==> src/sv/fbac_pkg.sv <==
// ----------------------------------------------------------------------------
// fbac_pkg: shared types, constants and helpers of the border color averager
// Holds the field widths, band and register codes, the clamped configuration
// struct and the clamping functions used by the register bank.
// ----------------------------------------------------------------------------
package fbac_pkg;

    localparam int DIM_W  = 13;  // width of a configuration register
    localparam int CNT_W  = 12;  // column and row counters
    localparam int PX_W   = 8;   // one color channel
    localparam int SUM_W  = 32;  // band sum, wraps modulo 2^32
    localparam int AREA_W = 25;  // largest band area is 4096 * 4096
    localparam int TOT_W  = 10;  // sum of four saturated band averages
    localparam int N_CH   = 4;
    localparam int N_BAND = 4;
    localparam int IDX_W  = 4;   // band * 4 + channel

    localparam logic [DIM_W-1:0] MAX_DIM = 13'd4096;

    // Band codes, used to index the band sums.
    localparam logic [1:0] BAND_TOP    = 2'd0;
    localparam logic [1:0] BAND_RIGHT  = 2'd1;
    localparam logic [1:0] BAND_BOTTOM = 2'd2;
    localparam logic [1:0] BAND_LEFT   = 2'd3;

    // Register indexes on the configuration port.
    localparam logic [2:0] REG_WIDTH     = 3'd0;
    localparam logic [2:0] REG_HEIGHT    = 3'd1;
    localparam logic [2:0] REG_TOP_END   = 3'd2;
    localparam logic [2:0] REG_BOT_START = 3'd3;
    localparam logic [2:0] REG_LEFT_END  = 3'd4;
    localparam logic [2:0] REG_RIGHT_ST  = 3'd5;

    // Configuration after clamping to the usable frame.
    typedef struct packed {
        logic [DIM_W-1:0] width;
        logic [DIM_W-1:0] height;
        logic [DIM_W-1:0] top_end;
        logic [DIM_W-1:0] bot_start;
        logic [DIM_W-1:0] left_end;
        logic [DIM_W-1:0] right_start;
    } t_cfg;

    function automatic logic [DIM_W-1:0] clamp_dim(input logic [DIM_W-1:0] v);
        logic [DIM_W-1:0] r;
        if (v == '0) begin
            r = {{(DIM_W-1){1'b0}}, 1'b1};
        end else if (v > MAX_DIM) begin
            r = MAX_DIM;
        end else begin
            r = v;
        end
        return r;
    endfunction

    function automatic logic [DIM_W-1:0] clamp_to(input logic [DIM_W-1:0] v,
                                                  input logic [DIM_W-1:0] lim);
        return (v > lim) ? lim : v;
    endfunction

endpackage

==> src/sv/fbac_ifs.sv <==
// ----------------------------------------------------------------------------
// fbac_ifs: stream channels of the border color averager
// Pixel channel into the block and result channel out of it, both with a
// valid/ready handshake.
// ----------------------------------------------------------------------------
interface fbac_pix_if;
    logic                      valid;
    logic                      ready;
    logic [fbac_pkg::PX_W-1:0] red;
    logic [fbac_pkg::PX_W-1:0] green;
    logic [fbac_pkg::PX_W-1:0] blue;
    logic [fbac_pkg::PX_W-1:0] alpha;

    modport source (output valid, output red, output green, output blue,
                    output alpha, input ready);
    modport sink   (input valid, input red, input green, input blue,
                    input alpha, output ready);
endinterface

interface fbac_res_if;
    logic                      valid;
    logic                      ready;
    logic [fbac_pkg::PX_W-1:0] avg_red;
    logic [fbac_pkg::PX_W-1:0] avg_green;
    logic [fbac_pkg::PX_W-1:0] avg_blue;
    logic [fbac_pkg::PX_W-1:0] avg_alpha;

    modport source (output valid, output avg_red, output avg_green,
                    output avg_blue, output avg_alpha, input ready);
    modport sink   (input valid, input avg_red, input avg_green,
                    input avg_blue, input avg_alpha, output ready);
endinterface

==> src/sv/fbac_regs.sv <==
// ----------------------------------------------------------------------------
// fbac_regs: configuration register bank
// APB-style slave holding the frame size and band limits, and presenting
// them clamped to the usable frame.
// ----------------------------------------------------------------------------
module fbac_regs (
    input  logic                 i_clk,
    input  logic                 i_rst_n,
    input  logic                 psel,
    input  logic                 penable,
    input  logic                 pwrite,
    input  logic [4:0]           paddr,
    input  logic [31:0]          pwdata,
    output logic [31:0]          prdata,
    output logic                 pready,
    output fbac_pkg::t_cfg       o_cfg
);

    logic [fbac_pkg::DIM_W-1:0] r_width, r_height, r_top_end;
    logic [fbac_pkg::DIM_W-1:0] r_bot_start, r_left_end, r_right_st;
    logic [fbac_pkg::DIM_W-1:0] rd_val;
    logic [2:0]                 reg_idx;
    logic                       wr_en;

    assign pready  = 1'b1;
    assign reg_idx = paddr[4:2];
    assign wr_en   = psel && penable && pwrite;

    always_ff @(posedge i_clk) begin
        if (!i_rst_n) begin
            r_width     <= 13'd1;
            r_height    <= 13'd1;
            r_top_end   <= '0;
            r_bot_start <= '0;
            r_left_end  <= '0;
            r_right_st  <= '0;
        end else if (wr_en) begin
            case (reg_idx)
                fbac_pkg::REG_WIDTH:     r_width     <= pwdata[fbac_pkg::DIM_W-1:0];
                fbac_pkg::REG_HEIGHT:    r_height    <= pwdata[fbac_pkg::DIM_W-1:0];
                fbac_pkg::REG_TOP_END:   r_top_end   <= pwdata[fbac_pkg::DIM_W-1:0];
                fbac_pkg::REG_BOT_START: r_bot_start <= pwdata[fbac_pkg::DIM_W-1:0];
                fbac_pkg::REG_LEFT_END:  r_left_end  <= pwdata[fbac_pkg::DIM_W-1:0];
                fbac_pkg::REG_RIGHT_ST:  r_right_st  <= pwdata[fbac_pkg::DIM_W-1:0];
                default: ;
            endcase
        end
    end

    always_comb begin
        case (reg_idx)
            fbac_pkg::REG_WIDTH:     rd_val = r_width;
            fbac_pkg::REG_HEIGHT:    rd_val = r_height;
            fbac_pkg::REG_TOP_END:   rd_val = r_top_end;
            fbac_pkg::REG_BOT_START: rd_val = r_bot_start;
            fbac_pkg::REG_LEFT_END:  rd_val = r_left_end;
            fbac_pkg::REG_RIGHT_ST:  rd_val = r_right_st;
            default:                 rd_val = '0;
        endcase
    end

    assign prdata = {{(32-fbac_pkg::DIM_W){1'b0}}, rd_val};

    // Band limits never reach past the clamped frame.
    always_comb begin
        o_cfg.width       = fbac_pkg::clamp_dim(r_width);
        o_cfg.height      = fbac_pkg::clamp_dim(r_height);
        o_cfg.top_end     = fbac_pkg::clamp_to(r_top_end, o_cfg.height);
        o_cfg.bot_start   = fbac_pkg::clamp_to(r_bot_start, o_cfg.height);
        o_cfg.left_end    = fbac_pkg::clamp_to(r_left_end, o_cfg.width);
        o_cfg.right_start = fbac_pkg::clamp_to(r_right_st, o_cfg.width);
    end

endmodule

==> src/sv/fbac_accum.sv <==
// ----------------------------------------------------------------------------
// fbac_accum: raster position tracking and band sum accumulation
// Follows column and row of each transferred pixel and adds it to the sums of
// every border band that holds it.
// ----------------------------------------------------------------------------
module fbac_accum (
    input  logic                        i_clk,
    input  logic                        i_rst_n,
    input  fbac_pkg::t_cfg              i_cfg,
    input  logic                        i_accept,
    input  logic [fbac_pkg::PX_W-1:0]   i_px [fbac_pkg::N_CH],
    input  logic                        i_clear,
    input  logic [fbac_pkg::IDX_W-1:0]  i_rd_idx,
    output logic [fbac_pkg::SUM_W-1:0]  o_rd_sum,
    output logic                        o_frame_end
);

    logic [fbac_pkg::CNT_W-1:0] r_col, r_row;
    logic [fbac_pkg::SUM_W-1:0] r_sums [fbac_pkg::N_BAND*fbac_pkg::N_CH];
    logic [fbac_pkg::DIM_W-1:0] col_ext, row_ext;
    logic                       last_col, last_row;
    logic [fbac_pkg::N_BAND-1:0] member;

    assign col_ext  = {1'b0, r_col};
    assign row_ext  = {1'b0, r_row};
    assign last_col = (col_ext + 13'd1) >= i_cfg.width;
    assign last_row = (row_ext + 13'd1) >= i_cfg.height;
    assign o_frame_end = last_col && last_row;

    always_comb begin
        member[fbac_pkg::BAND_TOP]    = row_ext <  i_cfg.top_end;
        member[fbac_pkg::BAND_RIGHT]  = col_ext >= i_cfg.right_start;
        member[fbac_pkg::BAND_BOTTOM] = row_ext >= i_cfg.bot_start;
        member[fbac_pkg::BAND_LEFT]   = col_ext <  i_cfg.left_end;
    end

    always_ff @(posedge i_clk) begin
        if (!i_rst_n) begin
            r_col <= '0;
            r_row <= '0;
        end else if (i_accept) begin
            if (last_col) begin
                r_col <= '0;
                r_row <= last_row ? '0 : r_row + 12'd1;
            end else begin
                r_col <= r_col + 12'd1;
            end
        end
    end

    always_ff @(posedge i_clk) begin
        for (int b = 0; b < fbac_pkg::N_BAND; b++) begin
            for (int c = 0; c < fbac_pkg::N_CH; c++) begin
                if (!i_rst_n || i_clear) begin
                    r_sums[b*fbac_pkg::N_CH + c] <= '0;
                end else if (i_accept && member[b]) begin
                    r_sums[b*fbac_pkg::N_CH + c] <= r_sums[b*fbac_pkg::N_CH + c]
                        + {{(fbac_pkg::SUM_W-fbac_pkg::PX_W){1'b0}}, i_px[c]};
                end
            end
        end
    end

    assign o_rd_sum = r_sums[i_rd_idx];

endmodule

==> src/sv/fbac_div.sv <==
// ----------------------------------------------------------------------------
// fbac_div: restoring divider, one quotient bit per cycle
// Divides a 32-bit band sum by a band area; o_done pulses for
// one cycle with the quotient valid on o_quot.
// ----------------------------------------------------------------------------
module fbac_div (
    input  logic                         i_clk,
    input  logic                         i_rst_n,
    input  logic                         i_start,
    input  logic [fbac_pkg::SUM_W-1:0]   i_dividend,
    input  logic [fbac_pkg::AREA_W-1:0]  i_divisor,
    output logic                         o_done,
    output logic [fbac_pkg::SUM_W-1:0]   o_quot
);

    logic                        r_busy, r_done;
    logic [4:0]                  r_cnt;
    logic [fbac_pkg::AREA_W-1:0] r_rem;
    logic [fbac_pkg::SUM_W-1:0]  r_quo;
    logic [fbac_pkg::AREA_W:0]   shifted, diff;
    logic                        ge;

    // Remainder stays below the divisor, so one extra bit covers the shift.
    assign shifted = {r_rem, r_quo[fbac_pkg::SUM_W-1]};
    assign diff    = shifted - {1'b0, i_divisor};
    assign ge      = shifted >= {1'b0, i_divisor};

    always_ff @(posedge i_clk) begin
        if (!i_rst_n) begin
            r_busy <= 1'b0;
            r_done <= 1'b0;
            r_cnt  <= '0;
        end else begin
            r_done <= 1'b0;
            if (i_start) begin
                r_busy <= 1'b1;
                r_cnt  <= '0;
            end else if (r_busy) begin
                r_cnt <= r_cnt + 5'd1;
                if (r_cnt == 5'd31) begin
                    r_busy <= 1'b0;
                    r_done <= 1'b1;
                end
            end
        end
    end

    always_ff @(posedge i_clk) begin
        if (i_start) begin
            r_rem <= '0;
            r_quo <= i_dividend;
        end else if (r_busy) begin
            r_rem <= ge ? diff[fbac_pkg::AREA_W-1:0] : shifted[fbac_pkg::AREA_W-1:0];
            r_quo <= {r_quo[fbac_pkg::SUM_W-2:0], ge};
        end
    end

    assign o_done = r_done;
    assign o_quot = r_quo;

endmodule

==> src/sv/frame_border_average_color.sv <==
// ----------------------------------------------------------------------------
// frame_border_average_color: average color of a frame's border bands
// Accumulates RGBA pixels per border band and, at the end of each frame,
// reports the mean of the four band averages for every channel.
// ----------------------------------------------------------------------------
// Usage:
// Pixels arrive in raster order on i_pix, one transfer per cycle while the
// block accumulates; the block tracks column and row itself from the frame
// size registers. Software sets the frame size and the four band limits
// through the APB-style port while no frame is in flight.
// When the last pixel of a frame is transferred, ready drops and a sequencer
// works through the 16 band sums with one shared restoring divider: per band
// it forms the band area on a single multiplier, then for each channel it
// starts a division, takes 32 quotient bits and accumulates. The result is
// loaded into the output register after the last band, and the sums are
// cleared in that same cycle, so the next frame's first pixel can transfer
// in the following cycle. Throughput is one pixel per cycle within a frame;
// no pixels are taken while the sequencer works through the sums.
// The result waits in an output register: a stalled receiver does not stop
// the next frame from accumulating; only a second finished frame waits until
// the earlier result has been taken.
// Reset clears counters, sums, the sequencer and the output valid flag, and
// sets the width and height registers to 1 and the band limits to 0.
// ----------------------------------------------------------------------------
module frame_border_average_color (
    input  logic              i_clk,
    input  logic              i_rst_n,
    fbac_pix_if.sink          i_pix,
    fbac_res_if.source        o_res,
    input  logic              psel,
    input  logic              penable,
    input  logic              pwrite,
    input  logic [4:0]        paddr,
    input  logic [31:0]       pwdata,
    output logic [31:0]       prdata,
    output logic              pready
);

    // Sequencer states: accumulate pixels, form a band area, start a
    // division, wait for it, and hand the result to the output register.
    typedef enum logic [4:0] {
        S_ACC   = 5'b00001,
        S_AREA  = 5'b00010,
        S_START = 5'b00100,
        S_WAIT  = 5'b01000,
        S_DONE  = 5'b10000
    } t_state;

    t_state r_state, n_state;

    fbac_pkg::t_cfg cfg;

    logic [1:0]                    r_band, n_band;
    logic [1:0]                    r_ch, n_ch;
    logic [fbac_pkg::AREA_W-1:0]   r_area, n_area;
    logic [fbac_pkg::TOT_W-1:0]    r_total [fbac_pkg::N_CH];
    logic [fbac_pkg::TOT_W-1:0]    n_total [fbac_pkg::N_CH];
    logic                          r_out_valid, n_out_valid;
    logic [fbac_pkg::PX_W-1:0]     r_out [fbac_pkg::N_CH];
    logic [fbac_pkg::PX_W-1:0]     n_out [fbac_pkg::N_CH];

    logic                          accept, frame_end, sum_clear, div_start, div_done;
    logic [fbac_pkg::PX_W-1:0]     px [fbac_pkg::N_CH];
    logic [fbac_pkg::SUM_W-1:0]    rd_sum, quot;
    logic [fbac_pkg::DIM_W-1:0]    mul_a, mul_b;
    logic [2*fbac_pkg::DIM_W-1:0]  prod;
    logic [fbac_pkg::PX_W-1:0]     band_avg;

    fbac_regs u_regs (
        .i_clk   (i_clk),
        .i_rst_n (i_rst_n),
        .psel    (psel),
        .penable (penable),
        .pwrite  (pwrite),
        .paddr   (paddr),
        .pwdata  (pwdata),
        .prdata  (prdata),
        .pready  (pready),
        .o_cfg   (cfg)
    );

    // The pixel port is open only while accumulating.
    assign i_pix.ready = (r_state == S_ACC);
    assign accept      = i_pix.valid && i_pix.ready;

    assign px[0] = i_pix.red;
    assign px[1] = i_pix.green;
    assign px[2] = i_pix.blue;
    assign px[3] = i_pix.alpha;

    fbac_accum u_accum (
        .i_clk       (i_clk),
        .i_rst_n     (i_rst_n),
        .i_cfg       (cfg),
        .i_accept    (accept),
        .i_px        (px),
        .i_clear     (sum_clear),
        .i_rd_idx    ({r_band, r_ch}),
        .o_rd_sum    (rd_sum),
        .o_frame_end (frame_end)
    );

    fbac_div u_div (
        .i_clk      (i_clk),
        .i_rst_n    (i_rst_n),
        .i_start    (div_start),
        .i_dividend (rd_sum),
        .i_divisor  (r_area),
        .o_done     (div_done),
        .o_quot     (quot)
    );

    // Band area operands; the limits are already clamped to the frame, so
    // the differences never wrap.
    always_comb begin
        case (r_band)
            fbac_pkg::BAND_TOP: begin
                mul_a = cfg.top_end;
                mul_b = cfg.width;
            end
            fbac_pkg::BAND_RIGHT: begin
                mul_a = cfg.height;
                mul_b = cfg.width - cfg.right_start;
            end
            fbac_pkg::BAND_BOTTOM: begin
                mul_a = cfg.height - cfg.bot_start;
                mul_b = cfg.width;
            end
            default: begin
                mul_a = cfg.height;
                mul_b = cfg.left_end;
            end
        endcase
    end

    assign prod = {{fbac_pkg::DIM_W{1'b0}}, mul_a} * {{fbac_pkg::DIM_W{1'b0}}, mul_b};

    // A band average above 255 can only follow a mid-frame change; it
    // saturates.
    assign band_avg = (|quot[fbac_pkg::SUM_W-1:fbac_pkg::PX_W]) ? 8'hFF
                                                                : quot[fbac_pkg::PX_W-1:0];

    assign div_start = (r_state == S_START);

    always_comb begin
        n_state     = r_state;
        n_band      = r_band;
        n_ch        = r_ch;
        n_area      = r_area;
        n_total     = r_total;
        n_out       = r_out;
        n_out_valid = r_out_valid;
        sum_clear   = 1'b0;

        // A waiting result leaves once the receiver takes it.
        if (r_out_valid && o_res.ready) begin
            n_out_valid = 1'b0;
        end

        case (r_state)
            S_ACC: begin
                if (accept && frame_end) begin
                    n_band  = fbac_pkg::BAND_TOP;
                    n_state = S_AREA;
                end
            end
            S_AREA: begin
                // An empty band divides by one, which yields zero.
                n_area  = (prod[fbac_pkg::AREA_W-1:0] == '0)
                          ? {{(fbac_pkg::AREA_W-1){1'b0}}, 1'b1}
                          : prod[fbac_pkg::AREA_W-1:0];
                n_ch    = 2'd0;
                n_state = S_START;
            end
            S_START: begin
                n_state = S_WAIT;
            end
            S_WAIT: begin
                if (div_done) begin
                    n_total[r_ch] = r_total[r_ch] + {2'b00, band_avg};
                    if (r_ch == 2'd3) begin
                        if (r_band == fbac_pkg::BAND_LEFT) begin
                            n_state = S_DONE;
                        end else begin
                            n_band  = r_band + 2'd1;
                            n_state = S_AREA;
                        end
                    end else begin
                        n_ch    = r_ch + 2'd1;
                        n_state = S_START;
                    end
                end
            end
            S_DONE: begin
                if (!r_out_valid || o_res.ready) begin
                    for (int c = 0; c < fbac_pkg::N_CH; c++) begin
                        n_out[c]   = r_total[c][fbac_pkg::TOT_W-1:2];
                        n_total[c] = '0;
                    end
                    n_out_valid = 1'b1;
                    sum_clear   = 1'b1;
                    n_state     = S_ACC;
                end
            end
            default: begin
                n_state = S_ACC;
            end
        endcase
    end

    always_ff @(posedge i_clk) begin
        if (!i_rst_n) begin
            r_state     <= S_ACC;
            r_band      <= '0;
            r_ch        <= '0;
            r_out_valid <= 1'b0;
            for (int c = 0; c < fbac_pkg::N_CH; c++) begin
                r_total[c] <= '0;
            end
        end else begin
            r_state     <= n_state;
            r_band      <= n_band;
            r_ch        <= n_ch;
            r_out_valid <= n_out_valid;
            r_total     <= n_total;
        end
    end

    always_ff @(posedge i_clk) begin
        r_area <= n_area;
        r_out  <= n_out;
    end

    assign o_res.valid     = r_out_valid;
    assign o_res.avg_red   = r_out[0];
    assign o_res.avg_green = r_out[1];
    assign o_res.avg_blue  = r_out[2];
    assign o_res.avg_alpha = r_out[3];

endmodule
==> src/flat_wrapper.sv <==
// flat-port wrapper written by rule: the top's interface ports become plain ports
module frame_border_average_color_flat 
  (i_clk, i_rst_n, psel, penable, pwrite, paddr, pwdata, prdata, pready, i_pix_valid, i_pix_red, i_pix_green, i_pix_blue, i_pix_alpha, i_pix_ready, o_res_valid, o_res_avg_red, o_res_avg_green, o_res_avg_blue, o_res_avg_alpha, o_res_ready);
  fbac_pix_if i_pix_i ();
  fbac_res_if o_res_i ();
  input  logic i_clk;
  input  logic i_rst_n;
  input  logic psel;
  input  logic penable;
  input  logic pwrite;
  input  logic [4:0] paddr;
  input  logic [31:0] pwdata;
  output logic [31:0] prdata;
  output logic pready;
  input wire logic [$bits(i_pix_i.valid)-1:0] i_pix_valid;
  input wire logic [$bits(i_pix_i.red)-1:0] i_pix_red;
  input wire logic [$bits(i_pix_i.green)-1:0] i_pix_green;
  input wire logic [$bits(i_pix_i.blue)-1:0] i_pix_blue;
  input wire logic [$bits(i_pix_i.alpha)-1:0] i_pix_alpha;
  output wire logic [$bits(i_pix_i.ready)-1:0] i_pix_ready;
  output wire logic [$bits(o_res_i.valid)-1:0] o_res_valid;
  output wire logic [$bits(o_res_i.avg_red)-1:0] o_res_avg_red;
  output wire logic [$bits(o_res_i.avg_green)-1:0] o_res_avg_green;
  output wire logic [$bits(o_res_i.avg_blue)-1:0] o_res_avg_blue;
  output wire logic [$bits(o_res_i.avg_alpha)-1:0] o_res_avg_alpha;
  input wire logic [$bits(o_res_i.ready)-1:0] o_res_ready;
  assign i_pix_i.valid = i_pix_valid;
  assign i_pix_i.red = i_pix_red;
  assign i_pix_i.green = i_pix_green;
  assign i_pix_i.blue = i_pix_blue;
  assign i_pix_i.alpha = i_pix_alpha;
  assign i_pix_ready = i_pix_i.ready;
  assign o_res_valid = o_res_i.valid;
  assign o_res_avg_red = o_res_i.avg_red;
  assign o_res_avg_green = o_res_i.avg_green;
  assign o_res_avg_blue = o_res_i.avg_blue;
  assign o_res_avg_alpha = o_res_i.avg_alpha;
  assign o_res_i.ready = o_res_ready;
  frame_border_average_color u_core (.i_clk(i_clk), .i_rst_n(i_rst_n), .i_pix(i_pix_i), .o_res(o_res_i), .psel(psel), .penable(penable), .pwrite(pwrite), .paddr(paddr), .pwdata(pwdata), .prdata(prdata), .pready(pready));
endmodule
==> config.mk <==
export PLATFORM = sky130hd
export DESIGN_NAME = frame_border_average_color_flat
export DESIGN_NICKNAME = d
export VERILOG_FILES = /design/src/sv/fbac_pkg.sv /design/src/sv/fbac_ifs.sv /design/src/sv/fbac_regs.sv /design/src/sv/fbac_accum.sv /design/src/sv/fbac_div.sv /design/src/sv/frame_border_average_color.sv /design/src/flat_wrapper.sv
export SDC_FILE = /design/constraint.sdc
export NUM_CORES = 2
export LEC_CHECK = 0
export ABC_AREA = 0
export CORE_MARGIN = 2
export CORE_UTILIZATION = 50
export DETAILED_ROUTE_END_ITERATION = 16
export DONT_BUFFER_PORTS = 1
export GPL_TIMING_DRIVEN = 0
export PLACE_DENSITY_LB_ADDON = 0.2
export REMOVE_ABC_BUFFERS = 1
export SLEW_MARGIN = 20
export SYNTH_ARGS = -nofsm -noshare
export SYNTH_HDL_FRONTEND = slang
export SYNTH_SLANG_ARGS = --single-unit
==> constraint.sdc <==
create_clock -name i_clk -period 14.5 [get_ports i_clk]
set_input_delay 1.45 -clock i_clk [delete_from_list [all_inputs] [get_ports i_clk]]
set_output_delay 1.45 -clock i_clk [all_outputs]
set_load 0.03 [all_outputs]
==> run_results.csv <==
group,metric,value,unit
critical_path,end_kind,"flop",
cells_and_area,synthToLayoutAreaGrowth,8.950,%
critical_path,path_common_cell,"fa_1",
clock_network,post_cts_buffers,0,
floorplan,pin_count,143,
sta,setup_violations,0,
place,io_buffers,0,
synthesis,avgSynthCellArea,9.873,um2
cells_and_area,diodes,0,
synthesis,synthCells,5760,
sta,whs,451.5,ps
power_and_ir_drop,max-vdd-ir-drop,0.00009373,V
floorplan,die_w,341.3,um
cells_and_area,drive_above_1_share,7.881,%
critical_path,timing_worst_setup_path_type,"reg2reg",
cells_and_area,layout_commonest_cell,"nor2_1",
drt,wl_per_cell,20.67,um
clock_network,cts_buffer_depth,3,
clock_network,root_buffer,"clkbuf_16",
sta,tightest_slew,1182,ps
power_and_ir_drop,switchingPower,2.038,mW
synthesis,syn-cell-area,56870,um2
sta,fin_skew,32.85,ps
place,place_ws,2462,ps
floorplan,dieHeight,341.3,um
synthesis,synth_top_flop_cell,"edfxtp_1",
synthesis,synthArstFlopShare,0,%
cells_and_area,stdcell_count,7248,
sta,period_share,84.67,%
sta,setup_tns,0,ps
sta,slew_viol_final,0,
synthesis,synth_cell_types,85,
floorplan,start_util,50.48,%
place,post-place-cells,7086,
clock_network,cts.clk_slew.worst_paths,60,ps
cells_and_area,mostFrequentLayoutCells,"nor2_1 (759), edfxtp_1 (601), nand2_1 (535), inv_1 (389), ha_1 (389)",
critical_path,cp.arrival,12690,ps
cells_and_area,postLayoutCoreUtil,55.00,%
power_and_ir_drop,swShare,30.39,%
critical_path,worstSetupStartpointType,"flop",
drt,ant_nets,0,
synthesis,ys_seq_elements,785,
cells_and_area,layout.nets,6283,
critical_path,critPathTopFamily,"adder cells",
power_and_ir_drop,p_int,4.667,mW
critical_path,slowest_delay,720,ps
clock_network,clk_latency,680,ps
sta,slew_headroom,21.22,%
critical_path,crit_buf_inv,4,
run_status,status,"completed",
job,max-cap-violations,0,
drt,drt_iter0_drc,3408,
power_and_ir_drop,p_leak,23.85,nW
sta,grt_setup_unrepaired,"no",
synthesis,yosysWarnings,0,
critical_path,cp_slowest_cell,"a21oi_2",
place,dpl_cell_area,59020,um2
grt,grt_pass1_vias,42280,
clock_network,cts_max_level,3,
floorplan,dieArea,116500,um2
synthesis,synth_edf_count,601,
sta,timing.fmax,0.08146,GHz
critical_path,path_max_fanout,19,
drt,drc,0,
place,hpwlAfterDp,114000,um
synthesis,synth_largest_area_cell,"edfxtp_1",
grt,grt_usage,25.82,%
grt,grt_start_max_net_pins,162,
power_and_ir_drop,sequentialPowerShare,44.5,%
sta,fin_ws,2223,ps
grt,grt_pass1_wl,238400,um
clock_network,clock_sinks,785,
drt,firstDrtPassIters,6,
clock_network,cts_tree,"built",
clock_network,cts_buffers,90,
critical_path,crit_required,14910,ps
clock_network,cts_resized,0,
drt,viasPerCell,5.864,
worst_hold_path,hold_class,"reg2reg",
synthesis,synth_area_leaders,"edfxtp_1 (32%), ha_1 (8.6%), mux4_2 (6.8%), dfxtp_1 (6.5%), xnor2_1 (5.1%)",
power_and_ir_drop,total_power,6.705,mW
power_and_ir_drop,clkPwrFrac,34.4,%
synthesis,ys_seq_area_share,38.21,%
place,gp_congestion,0.9287,
power_and_ir_drop,powerDensity,108.2,nW/um2
synthesis,synth_top_area_share,31.73,%
power_and_ir_drop,pwr-share-comb,21.1,%
sta,fin_crit,12280,ps
cells_and_area,final_area,61960,um2
grt,antenna_found_initial,0,
drt,dr_total_vias,42500,
clock_network,hold_buffers,0,
floorplan,core_area,112700,um2
drt,wl,149800,um
floorplan,num_rows,123,
sta,finalHoldViolations,0,
grt,gr-total-overflow,0,
-- cell type report --
class / count / area [um2]
inverters: 393 / 1478
fillers: 9848 / 50690
flip-flops and latches: 785 / 21740
clock inverters: 52 / 501.7
well taps: 1500 / 1877
clock buffers: 110 / 2432
repair buffers: 65 / 1059
multi-input cells: 4343 / 32870
-- per-layer routing --
layer / global-route usage, % / share of wire (%)
met5: 0 / 0
met3: 3.389 / 5.7
met2: 42.64 / 47
met1: 35.12 / 44
met4: 8.774 / 3.6
-- logic make-up (layout without fill, tap and decap cells) --
group / Yosys count / count (layout) / share of synthesized area (%)
simple gates: 2228 / 2228 / 18.35
flops: 785 / 785 / 38.21
compound gates: 754 / 754 / 8.548
buf+inv: 650 / 620 / 4.446
fa+ha+maj: 529 / 529 / 13.49
xor+xnor: 523 / 523 / 8.055
mux: 289 / 289 / 8.889
other cells: 2 / 20 / 0.01321
-- synth_stat cells (88+ instances only) --
| library cell | instances |
|---|---|
| a21o_1 | 88 |
| clkbuf_1 | 205 |
| o21ai_0 | 177 |
| mux2i_1 | 109 |
| xnor2_1 | 328 |
| a21boi_0 | 95 |
| nor2_1 | 762 |
| fa_1 | 140 |
| edfxtp_1 | 601 |
| nor2b_1 | 160 |
| inv_1 | 391 |
| nand2_1 | 537 |
| nor3_1 | 133 |
| ha_1 | 389 |
| and3_1 | 124 |
| nand3_1 | 215 |
| a21oi_1 | 180 |
| dfxtp_1 | 184 |
| xor2_1 | 195 |
| mux4_2 | 172 |
-- worst register-to-register path, delay by kind of cell, from the launching register on --
kind,cells,cell delay [ps]
AO/OA/AOI/OAI,11,3680
XOR/XNOR,2,270
multiplexers,1,420
flip-flops,1,570
buffers and inverters,4,400
adder cells (fa/ha/maj),8,3700
AND/OR/NAND/NOR,11,2990
-- power by group through the flow --
stage	combinational [mW]	clock, mW	sequential [mW]
after detailed placement	1.40	0	3.02
after CTS	1.41	2.35	2.98
after floorplan	1.05	0	2.96
final	1.41	2.30	2.99
after global placement	1.32	0	3.05
after global routing	1.57	2.43	3.02
-- worst paths after layout --
path	startpoint	endpoint	slack (ps)	cells after the start
worst min-delay path	u_core.r_total[39]	u_core.o_res.avg_red[7]	450	0
worst min register to register	u_core.r_total[39]	u_core.o_res.avg_red[7]	450	0
worst max register to register	u_core.u_regs.r_width[12]	u_core.r_area[0]	2220	37
worst max-delay path	u_core.u_regs.r_width[12]	u_core.r_area[0]	2220	37
-- registers in the layout (all words and copies together), names as in the netlist, 8 cells and up --
name	flops
u_core.u_div.o_quot	32
u_core.u_regs.r_right_st	13
u_core.u_regs.r_left_end	13
u_core.u_regs.r_top_end	13
u_core.u_regs.r_width	13
u_core.o_res.avg_red	8
u_core.u_accum.r_sums	512
u_core.r_total	40
u_core.u_accum.r_row	12
u_core.r_area	25
u_core.u_div.r_rem	25
u_core.u_accum.r_col	12
u_core.u_regs.r_height	13
u_core.o_res.avg_green	8
u_core.u_regs.r_bot_start	13
u_core.o_res.avg_alpha	8
u_core.o_res.avg_blue	8
No activity file was read; power rests on OpenSTA's default activity.
